===== src/hw/rtl/irqsg_pkg.sv =====
`default_nettype none

package irqsg_pkg;

	localparam int NUM_LINES_DEF   = 16;
	localparam int COUNT_WIDTH_DEF = 32;

	localparam int CMD_W       = 2;
	localparam int VEC_W       = 8;
	localparam int LINE_W      = 4;
	localparam int ACT_W       = 3;
	localparam int MASK_W      = 16;
	localparam int THR_W       = 32;
	localparam int PERIOD_W    = 16;
	localparam int TICK_W      = 64;
	localparam int IN_TDATA_W  = 16;
	localparam int OUT_TDATA_W = 120;
	localparam int CFG_IDX_W   = 2;
	localparam int CFG_DATA_W  = 32;

	localparam logic [VEC_W-1:0] VEC_BASE        = 8'h20;
	localparam logic [VEC_W-1:0] VEC_MASTER_SPUR = 8'd39;
	localparam logic [VEC_W-1:0] VEC_SLAVE_FIRST = 8'd40;
	localparam logic [VEC_W-1:0] VEC_SLAVE_SPUR  = 8'd47;

	localparam logic [THR_W-1:0]    THRESHOLD_RST = 32'd1500;
	localparam logic [PERIOD_W-1:0] PERIOD_RST    = 16'd100;
	localparam logic [MASK_W-1:0]   MASK_RST      = 16'hFFFE;

	typedef enum logic [CMD_W-1:0] {
		CMD_EVENT  = 2'd0,
		CMD_POLL   = 2'd1,
		CMD_UNMASK = 2'd2,
		CMD_MASK   = 2'd3
	} cmd_t;

	typedef enum logic [ACT_W-1:0] {
		ACT_SPUR_DROP  = 3'd0,
		ACT_SPUR_SLAVE = 3'd1,
		ACT_TIMER      = 3'd2,
		ACT_HANDLER    = 3'd3,
		ACT_UNHANDLED  = 3'd4,
		ACT_FATAL      = 3'd5,
		ACT_DONE       = 3'd6
	} action_t;

	typedef enum logic [CFG_IDX_W-1:0] {
		REG_THRESHOLD = 2'd0,
		REG_PERIOD    = 2'd1,
		REG_HANDLER   = 2'd2
	} cfg_reg_t;

	typedef struct packed {
		logic              bump;
		logic [LINE_W-1:0] line;
		logic              sweep;
	} cnt_ctrl_t;

endpackage

`default_nettype wire


===== src/hw/rtl/irqsg_counters.sv =====
`default_nettype none

module irqsg_counters
	import irqsg_pkg::*;
#(
	parameter int NUM_LINES   = NUM_LINES_DEF,
	parameter int COUNT_WIDTH = COUNT_WIDTH_DEF
) (
	input  wire logic              clk,
	input  wire logic              arst_n,
	input  wire cnt_ctrl_t         ctrl,
	input  wire logic [THR_W-1:0]  threshold,
	output logic      [MASK_W-1:0] hits
);

	logic [COUNT_WIDTH-1:0] cnt_q [1:NUM_LINES-1];

	assign hits[0] = 1'b0;

	for (genvar i = 1; i < NUM_LINES; i++) begin : g_line
		always_ff @(posedge clk or negedge arst_n) begin
			if (!arst_n) begin
				cnt_q[i] <= '0;
			end else if (ctrl.sweep) begin
				cnt_q[i] <= '0;
			end else if (ctrl.bump && ctrl.line == LINE_W'(i) && cnt_q[i] != '1) begin
				cnt_q[i] <= cnt_q[i] + 1'b1;
			end
		end

		assign hits[i] = THR_W'(cnt_q[i]) >= threshold;
	end

	if (NUM_LINES < MASK_W) begin : g_pad
		assign hits[MASK_W-1:NUM_LINES] = '0;
	end

endmodule

`default_nettype wire


===== src/hw/rtl/irq_dispatch_storm_guard_top.sv =====
// An accepted request is registered into data_s1, and its result from there into m_tdata with m_tvalid.
// Throughput: one request per cycle; s_tready drops only while the output is stalled.
// The counter sweep compares all line counters against the threshold together, combinationally.
// Reset (arst_n low, asynchronous) clears counters, flags, ticks and sweep phase,
// sets the line mask to 0xFFFE and loads the default threshold and sweep period.
`default_nettype none

module irq_dispatch_storm_guard_top
	import irqsg_pkg::*;
#(
	parameter int NUM_LINES   = NUM_LINES_DEF,
	parameter int COUNT_WIDTH = COUNT_WIDTH_DEF
) (
	input  wire logic                   clk,
	input  wire logic                   arst_n,
	input  wire logic                   s_tvalid,
	output logic                        s_tready,
	// command[1:0], vector[9:2], in_service[10], line[14:11], zero[15]
	input  wire logic [IN_TDATA_W-1:0]  s_tdata,
	output logic                        m_tvalid,
	input  wire logic                   m_tready,
	// action[2:0], eoi_master[3], eoi_slave[4], irq_enter[5], meter_tick[6],
	// line_mask[22:7], storm_lines[38:23], unhandled_lines[54:39],
	// tick_count[118:55], zero[119]
	output logic      [OUT_TDATA_W-1:0] m_tdata,
	input  wire logic                   cfg_we,
	input  wire logic [CFG_IDX_W-1:0]   cfg_index,
	input  wire logic [CFG_DATA_W-1:0]  cfg_data
);

	localparam logic [MASK_W-1:0] UPPER_LINES = MASK_W'(~((17'd1 << NUM_LINES) - 17'd1));

	logic [THR_W-1:0]    threshold_q;
	logic [PERIOD_W-1:0] period_q;
	logic [MASK_W-1:0]   handler_q;

	always_ff @(posedge clk or negedge arst_n) begin
		if (!arst_n) begin
			threshold_q <= THRESHOLD_RST;
			period_q    <= PERIOD_RST;
			handler_q   <= '0;
		end else if (cfg_we) begin
			case (cfg_reg_t'(cfg_index))
				REG_THRESHOLD: threshold_q <= cfg_data;
				REG_PERIOD:    period_q    <= cfg_data[PERIOD_W-1:0];
				REG_HANDLER:   handler_q   <= cfg_data[MASK_W-1:0];
				default:       ;
			endcase
		end
	end

	logic                   valid_s1;
	logic [IN_TDATA_W-1:0]  data_s1;
	logic                   m_tvalid_q;
	logic [OUT_TDATA_W-1:0] m_tdata_q;
	logic                   advance;

	assign advance  = valid_s1 && (!m_tvalid_q || m_tready);
	assign s_tready = !valid_s1 || advance;

	always_ff @(posedge clk or negedge arst_n) begin
		if (!arst_n) begin
			valid_s1 <= 1'b0;
		end else if (s_tready) begin
			valid_s1 <= s_tvalid;
		end
	end

	always_ff @(posedge clk) begin
		if (s_tready && s_tvalid) begin
			data_s1 <= s_tdata;
		end
	end

	cmd_t              cmd;
	logic [VEC_W-1:0]  vec;
	logic              isr;
	logic [LINE_W-1:0] line;
	logic [LINE_W-1:0] irq;

	assign cmd  = cmd_t'(data_s1[1:0]);
	assign vec  = data_s1[9:2];
	assign isr  = data_s1[10];
	assign line = data_s1[14:11];
	assign irq  = vec[LINE_W-1:0];

	logic [MASK_W-1:0]   mask_q;
	logic [MASK_W-1:0]   storm_q;
	logic [MASK_W-1:0]   unh_q;
	logic [TICK_W-1:0]   ticks_q;
	logic [PERIOD_W-1:0] phase_q;

	logic [MASK_W-1:0]   mask_d;
	logic [MASK_W-1:0]   storm_d;
	logic [MASK_W-1:0]   unh_d;
	logic [TICK_W-1:0]   ticks_d;
	logic [PERIOD_W-1:0] phase_d;
	logic [MASK_W-1:0]   hits;
	logic [PERIOD_W:0]   phase_inc;
	logic                irq_range;
	logic                line_irq_ok;
	logic                line_cmd_ok;
	logic                is_timer;
	logic                do_sweep;
	logic                do_bump;
	action_t             action_d;
	logic                eoi_m_d;
	logic                eoi_s_d;
	logic                enter_d;
	logic [MASK_W-1:0]   storms_out;
	logic [MASK_W-1:0]   unh_out;
	cnt_ctrl_t           cnt_ctrl;

	assign irq_range   = vec[VEC_W-1:LINE_W] == VEC_BASE[VEC_W-1:LINE_W];
	assign line_irq_ok = 32'(irq) < NUM_LINES;
	assign line_cmd_ok = 32'(line) < NUM_LINES;
	assign phase_inc   = {1'b0, phase_q} + 1'b1;

	always_comb begin
		mask_d     = mask_q;
		storm_d    = storm_q;
		unh_d      = unh_q;
		ticks_d    = ticks_q;
		phase_d    = phase_q;
		action_d   = ACT_DONE;
		eoi_m_d    = 1'b0;
		eoi_s_d    = 1'b0;
		enter_d    = 1'b0;
		is_timer   = 1'b0;
		do_sweep   = 1'b0;
		do_bump    = 1'b0;
		storms_out = '0;
		unh_out    = '0;
		case (cmd)
			CMD_EVENT: begin
				enter_d = irq_range;
				if (vec == VEC_MASTER_SPUR && !isr) begin
					action_d = ACT_SPUR_DROP;
				end else if (vec == VEC_SLAVE_SPUR && !isr) begin
					action_d = ACT_SPUR_SLAVE;
					eoi_m_d  = 1'b1;
				end else if (vec == VEC_BASE) begin
					is_timer = 1'b1;
					ticks_d  = ticks_q + 1'b1;
					eoi_m_d  = 1'b1;
					action_d = ACT_TIMER;
					if (phase_inc >= {1'b0, period_q}) begin
						phase_d  = '0;
						do_sweep = 1'b1;
						mask_d   = mask_q | hits;
						storm_d  = storm_q | hits;
					end else begin
						phase_d = phase_inc[PERIOD_W-1:0];
					end
				end else if (irq_range && line_irq_ok) begin
					do_bump = 1'b1;
					eoi_m_d = 1'b1;
					eoi_s_d = vec >= VEC_SLAVE_FIRST;
					if (handler_q[irq]) begin
						action_d = ACT_HANDLER;
					end else begin
						mask_d[irq] = 1'b1;
						unh_d[irq]  = 1'b1;
						action_d    = ACT_UNHANDLED;
					end
				end else begin
					action_d = ACT_FATAL;
				end
			end
			CMD_POLL: begin
				storms_out = storm_q;
				unh_out    = unh_q;
				storm_d    = '0;
				unh_d      = '0;
			end
			CMD_UNMASK: begin
				if (line_cmd_ok) begin
					mask_d[line] = 1'b0;
				end
			end
			CMD_MASK: begin
				if (line_cmd_ok) begin
					mask_d[line] = 1'b1;
				end
			end
			default: ;
		endcase
	end

	assign cnt_ctrl.bump  = advance && do_bump;
	assign cnt_ctrl.line  = irq;
	assign cnt_ctrl.sweep = advance && do_sweep;

	irqsg_counters #(
		.NUM_LINES   (NUM_LINES),
		.COUNT_WIDTH (COUNT_WIDTH)
	) u_counters (
		.clk       (clk),
		.arst_n    (arst_n),
		.ctrl      (cnt_ctrl),
		.threshold (threshold_q),
		.hits      (hits)
	);

	always_ff @(posedge clk or negedge arst_n) begin
		if (!arst_n) begin
			mask_q  <= MASK_RST;
			storm_q <= '0;
			unh_q   <= '0;
			ticks_q <= '0;
			phase_q <= '0;
		end else if (advance) begin
			mask_q  <= mask_d;
			storm_q <= storm_d;
			unh_q   <= unh_d;
			ticks_q <= ticks_d;
			phase_q <= phase_d;
		end
	end

	always_ff @(posedge clk or negedge arst_n) begin
		if (!arst_n) begin
			m_tvalid_q <= 1'b0;
		end else if (advance) begin
			m_tvalid_q <= 1'b1;
		end else if (m_tready) begin
			m_tvalid_q <= 1'b0;
		end
	end

	always_ff @(posedge clk) begin
		if (advance) begin
			m_tdata_q <= {1'b0, ticks_d, unh_out, storms_out, mask_d,
				is_timer, enter_d, eoi_s_d, eoi_m_d, action_d};
		end
	end

	assign m_tvalid = m_tvalid_q;
	assign m_tdata  = m_tdata_q;

	a_timer_mask_fixed: assert property (@(posedge clk) disable iff (!arst_n)
		advance && cmd == CMD_EVENT |=> mask_q[0] == $past(mask_q[0]))
		else $error("event changed the timer line mask");

	a_poll_clears: assert property (@(posedge clk) disable iff (!arst_n)
		advance && cmd == CMD_POLL |=> storm_q == '0 && unh_q == '0)
		else $error("poll left flags set");

	a_ticks_only_timer: assert property (@(posedge clk) disable iff (!arst_n)
		!(advance && is_timer) |=> ticks_q == $past(ticks_q))
		else $error("tick count moved without a timer event");

	a_upper_masked: assert property (@(posedge clk) disable iff (!arst_n)
		(mask_q & UPPER_LINES) == UPPER_LINES)
		else $error("mask cleared on a line past the last one");

	a_no_sweep_flag_on_line0: assert property (@(posedge clk) disable iff (!arst_n)
		!storm_q[0] && !unh_q[0])
		else $error("timer line flagged");

endmodule

`default_nettype wire

===== config.mk =====
export PLATFORM = sky130hd
export DESIGN_NAME = irq_dispatch_storm_guard_top
export DESIGN_NICKNAME = d
export VERILOG_FILES = /design/src/hw/rtl/irqsg_pkg.sv /design/src/hw/rtl/irqsg_counters.sv /design/src/hw/rtl/irq_dispatch_storm_guard_top.sv
export SDC_FILE = /design/constraint.sdc
export NUM_CORES = 2
export LEC_CHECK = 0
export ABC_CLOCK_PERIOD_IN_PS = 4300
export BUFFER_PORTS_ARGS = -buffer_cell sky130_fd_sc_hd__buf_2
export CORE_MARGIN = 5
export CORE_UTILIZATION = 55
export DETAILED_ROUTE_END_ITERATION = 10
export GPL_TIMING_DRIVEN = 0
export PLACE_DENSITY = 0.75
export SYNTH_ARGS = -nofsm -noshare
export SYNTH_HDL_FRONTEND = slang
export SYNTH_SLANG_ARGS = --single-unit

===== constraint.sdc =====
create_clock -name clk -period 4.3 [get_ports clk]
set_input_delay 0.43 -clock clk [delete_from_list [all_inputs] [get_ports clk]]
set_output_delay 0.43 -clock clk [all_outputs]
set_load 0.005 [all_outputs]

# [After elaboration in Yosys (flattened, before gate mapping)]
# Cells that the tools add are included.
# Widths: inputs -> output; s select.
[totals] regBits=808
[classes] add_sub_neg=17 n_lt_le_gt_ge=21 n_eq_ne=46 n_mux=79 bitwise=11 reduce_logical=71
[ops] cell="$mux 32" n=30
[ops] cell="$add 32x1->32 const B" n=15
[ops] cell="$ge 32x32->1" n=15
[ops] cell="$ne 32x32->1 const B" n=15
[ops] cell="$mux 16" n=16
[ops] cell="$mux 64" n=4
[ops] cell="$or 16x16->16" n=5
[ops] cell="$add 64x1->64 const B" n=1
[ops] cell="$pmux 16 s2" n=2
[ops] cell="$pmux 16 s3" n=1
[ops] cell="$logic_and 1x1->1" n=38
[ops] cell="$reduce_bool 2->1" n=17
[ops] cell="$eq 4x4->1 const B" n=8
[ops] cell="$eq 8x6->1 const B" n=3
[ops] cell="$mux 1" n=18
[ops] cell="$add 16x1->17 const B" n=1
[ops] cell="$ge 17x16->1" n=1
[ops] cell="$and 16x16->16" n=1
[ops] cell="$eq 4x3->1 const B" n=4
[ops] cell="$not 16->16" n=1
[ops] cell="$mux 3" n=5
[ops] cell="$ne 2x2->1 const B" n=7
[ops] cell="$eq 4x2->1 const B" n=3
[ops] cell="$lt 4x5->1 const B" n=2
[ops] cell="other kinds (18)" n=32

# [Depth between registers and ports, before layout]
[logic_depth] ltp_word=11 ltp_mapped=17

# [Cells and area by module]
# Synthesis repeated with hierarchy kept, for this count alone.
[hier_totals] hier_cells=5246 hier_area_um2=50707.4
[by_module_without_submodules] module="irqsg_counters" instances=1 cells_each=3952 area_each_um2=35425.2 seq_area_each_um2=12011.5
[by_module_without_submodules] module="irq_dispatch_storm_guard_top" instances=1 cells_each=1294 area_each_um2=15282.2 seq_area_each_um2=8909.8

# [Least setup slack after synthesis]
# No wires, ideal clock.
[synth_path] kind="input port to flip-flop" start="input port m_tready" end="register mask_q[10]" setup_time_ns=0.246 t_arrival_ns=4.571 t_required_ns=4.054 path_slack_ns=-0.517 cell_stages=5 path_buffers=1 path_cell_list="nand2b_1 nand2_1 inv_2 clkbuf_1 a211oi_1"
[synth_via] elab_chain_len=2
[synth_lines] item="start: declaration" line="irq_dispatch_storm_guard_top.sv:21" source="input wire logic m_tready,"
[synth_lines] item="$logic_or 1x1->1" line="irq_dispatch_storm_guard_top.sv:58" source="assign advance = valid_s1 && (!m_tvalid_q || m_tready);"
[synth_lines] item="$logic_and 1x1->1" line="irq_dispatch_storm_guard_top.sv:58"
[synth_lines] item="net advance" line="irq_dispatch_storm_guard_top.sv:56" source="logic advance;"
[synth_lines] item="end signal: assignment" line="irq_dispatch_storm_guard_top.sv:213" source="mask_q <= mask_d;"
[synth_lines] item="end: declaration" line="irq_dispatch_storm_guard_top.sv:87" source="logic [MASK_W-1:0] mask_q;"
# The timed path passes the listed nets, and every way through them passes these cells.
# A chain may end at the register's enable or synchronous reset.

# [Worst setup path in the final report]
[layout_path] start="register phase_q[3]" end="register m_tdata_q[18] (netlist: m_tdata[18]), data pin"
[layout_via] elab_chain_len=7
[layout_lines] item="start: declaration" line="irq_dispatch_storm_guard_top.sv:91" source="logic [PERIOD_W-1:0] phase_q;"
[layout_lines] item="start signal: assignment" line="irq_dispatch_storm_guard_top.sv:217" source="phase_q <= phase_d;"
[layout_lines] item="$add 16x1->17" line="irq_dispatch_storm_guard_top.sv:117" source="assign phase_inc = {1'b0, phase_q} + 1'b1;"
[layout_lines] item="$ge 17x16->1" line="irq_dispatch_storm_guard_top.sv:147" source="if (phase_inc >= {1'b0, period_q}) begin"
[layout_lines] item="$mux 16" line="irq_dispatch_storm_guard_top.sv:147"
[layout_lines] item="$mux 16" line="irq_dispatch_storm_guard_top.sv:142" source="end else if (vec == VEC_BASE) begin"
[layout_lines] item="$mux 16" line="irq_dispatch_storm_guard_top.sv:139" source="end else if (vec == VEC_SLAVE_SPUR && !isr) begin"
[layout_lines] item="$mux 16" line="irq_dispatch_storm_guard_top.sv:137" source="if (vec == VEC_MASTER_SPUR && !isr) begin"
[layout_lines] item="$pmux 16 s3" line="irq_dispatch_storm_guard_top.sv:134" source="case (cmd)"
[layout_lines] item="net mask_d[11]" line="irq_dispatch_storm_guard_top.sv:93" source="logic [MASK_W-1:0] mask_d;"
[layout_lines] item="end signal: assignment" line="irq_dispatch_storm_guard_top.sv:233" source="m_tdata_q <= {1'b0, ticks_d, unh_out, storms_out, mask_d,"
[layout_lines] item="end: declaration" line="irq_dispatch_storm_guard_top.sv:55" source="logic [OUT_TDATA_W-1:0] m_tdata_q;"
# The timed path passes the listed nets, and every way through them passes these cells.

==> metrics.md <==
| Metric | Value |
|---|---|
| Final global-route overflow total | 0 |
| Worst slack at placement | -1.819 ns |
| Vias per std cell | 6.126 |
| Avg Inst Size Synth | 9.661 µm² |
| FP Rows | 109 |
| Overall Global Routing Usage | 0.2929 |
| Root buffer cell | clkbuf_16 |
| Cell area after placement | 51410 µm² |
| Hold Fails Final Rpt | 0 |
| Setup crit start kind | register |
| Netlist cell types | 93 |
| Crit-path leading delay family | simple AND/OR/NAND/NOR gates |
| Worst-path cell chain | nand3_1 -> nor3_4 -> and3_1 -> and3_1 -> and3_2 -> nand3_1 -> xnor2_1 -> ha_2 -> nand4_1 -> a211oi_4 -> a31o_2 -> o21a_1 -> a21oi_1 -> a221oi_1 |
| Worst EP required | 4.69 ns |
| Core Box Area | 88240 µm² |
| Clk pin slew, worst setup/hold paths | 0.07 ns |
| Non-filler cells, final | 6602 |
| Hpwl dp | 95330 µm |
| Die area | 94690 µm² |
| Slowest CP cell | a221oi_1 |
| Buf+Inv Stages, Crit Path | 0 |
| Seq cells post-synth | 806 |
| CP Class | register to register |
| Worst-Margin Slew | 1.539 ns |
| Commonest cells in the netlist | nor2_1, dfrtp_1, ha_1, nand2_1, xor2_1 |
| Post-Synthesis Cells | 5046 |
| Largest net degree at the start of global routing | 108 |
| Top cell type by total area after synthesis | dfrtp_1 |
| N_diodes | 0 |
| F_max | 0.2388 GHz |
| Total wire length | 141600 µm |
| H-tree depth reported by CTS | 3 |
| Main flop type after synthesis | dfrtp_1 |
| Endpoints failing setup | 0 |
| Post-DRT Antenna Nets | 0 |
| Final period utilization | 0.9740 |
| Seq/Total Area, Yosys | 0.4280 |
| CP Capture Type | register |
| Die Wd | 307.7 µm |
| P per Cell Area | 342.7 nW/µm² |
| Post-synth EDFFs | 133 |
| Placed cell count | 6397 |
| Data arrival time of the worst path | 4.58 ns |
| Hold Path Class | input pin to register |
| Worst stage delay on the critical path | 0.49 ns |
| Clock buffer count from CTS | 89 |
| Max-cap violations | 2 |
| Status | finished, violations left |
| Synth top area share | 0.3326 |
| Min Tclk post-route | 4.188 ns |
| Most common cell in the synthesized netlist | nor2_1 |
| Peak VDD IR | 0.3845 mV |
| Number of global-route vias before repair | 39241 |
| Synthesized cell area | 48750 µm² |
| Longest Clk Path Bufs | 3 |
| Area contributors post-synth | dfrtp_1, ha_1, edfxtp_1 |
| Slew Viols, Final | 17 |
| Layout Cell Area excl Fill | 55220 µm² |
| Setup ws final | 0.1117 ns |
| # port buffers | 173 |
| P&R area growth vs syn | 13.27% |
| First-pass GRT wire length | 219700 µm |
| Placer's final routability congestion estimate | 0.9127 |
| Critical-path maximum fanout | 6 |
| Minimum hold slack | 0.02830 ns |
| Share of layout cells above drive strength 1 | 0.1028 |
| Detailed-route via count | 40443 |
| Drt drc | 0 |
| Slew headroom | -0.02702 |
| Clk Latency, worst-skew pair | 0.67 ns |
| Clk_skew | 0.02903 ns |
| Drt first pass iters | 7 |
| DRT iter0 DRCs | 4258 |
| Die Y | 307.7 µm |
| Post-synthesis async set-or-reset flop share | 0.8350 |
| Leakage Power | 0.02594 µW |
| TritonCTS clock tree | built |
| Antenna violations before repair | 3 |
| Tot Pwr | 18920 µW |
| Failing checks | capacitance limit, slew limit |
| Starting Density | 0.5525 |
| Final nets | 5929 |
| # clock sinks | 806 |
| Ys Warns | 0 |
| DR WL/cell | 21.45 µm |
| Number of top-level pins | 177 |
-- final timing paths --
check	slack [ns]	start	depth (start not counted)	to
max	0.11	phase_q[3]	14	m_tdata[18]
min	0.03	cfg_data[6]	3	threshold_q[6]
max reg2reg	0.11	phase_q[3]	14	m_tdata[18]
min reg2reg	0.48	mask_q[0]	2	mask_q[0]
max in group asynchronous	1.99	arst_n	5	u_counters.cnt_q[277]
min in group asynchronous	0.38	arst_n	2	u_counters.cnt_q[363]
-- metrics by stage --
step,util,setup TNS [ns]
after floorplan,-,0
after global placement,0.5789,-8301.47
after global routing,0.6258,-0.07186
final,0.6258,0
after CTS,0.6238,0
after detailed placement,0.5827,-646.28
-- where the power goes --
part           total [µW]  internal, µW  switching [µW]
Sequential           8160          8020             145
Combinational        2610           805            1800
Clock                8160          4770            3390
Total               18900         13600            5330
-- final cells by class --
class | instances | area [µm²]
Fill cell | 6959 | 33020
Multi-Input combinational cell | 3968 | 26960
Sequential cell | 806 | 20870
Clock buffer | 116 | 2502
Timing Repair Buffer | 225 | 1577
Tap cell | 1165 | 1458
Buffer | 145 | 735.7
Clock inverter | 51 | 640.6
Inverter | 126 | 476.7
-- registers in the layout, indices dropped and copies added (netlist names), 15 cells and up --
register and cells:
u_counters.cnt_q 480, threshold_q 32, storm_q 15, ticks_q 64, mask_q 16, phase_q 16
data_s1 15, m_tdata 118, period_q 16, handler_q 16, unh_q 16
-- cells by family (layout without fill, tap and decap cells) --
group / after synthesis / in the layout / synth area share
other: 1 / 2 / 0.00007692
DFF: 806 / 806 / 0.4280
buffers and inverters: 273 / 663 / 0.02159
AOI/OAI and AO/OA: 711 / 711 / 0.09122
and+or+nand+nor: 2134 / 2134 / 0.2148
muxes: 55 / 55 / 0.01327
adders and majority gates: 513 / 513 / 0.1317
xor gates and xnor gates: 553 / 553 / 0.09935
-- routing by layer --
metal,vias up,routed length [µm],GRT usage
li1,18676,-,-
met1,19693,59250,0.3940
met2,1650,62950,0.4615
met3,420,11150,0.05151
met4,4,8204,0.1439
met5,-,34,0
-- timing repair --
action / 4_1_cts / 5_1_grt
pin swaps: 2 / 5
setup buffers: 3 / 6
resized for setup: 69 / 91
hold endpoints to repair: 113 / 0
endpoints found under the setup margin: 526 / 487
hold buffers: 31 / 0
-- cells in the final DEF (no fill, tap or decap), drive strengths merged, types with 23 or more instances in the layout --
cell type,n
a21o,75
and4,63
and3,98
nand3,225
o21a,23
and2,64
clkbuf,222
a21oi,209
ha,513
a211oi,51
buf,233
nor2b,30
xor2,327
nand2,410
dlygate4sd3,31
dfstp,25
dfrtp,648
mux2,37
inv,129
or3,59
clkinv,31
o21ai,214
nand4,238
nor2,736
nand2b,32
edfxtp,133
nor4,36
nor3,92
xnor2,226
-- worst reg2reg max path: cells and delay by family, from the launching register on --
family                     cells  cell delay, ns
AOI/OAI and AO/OA              5            1.45
adders and majority gates      1            0.40
and+or+nand+nor                7            1.45
DFF                            1            0.43
xor gates and xnor gates       1            0.17
Note: power is estimated with default switching activity, not from simulation.
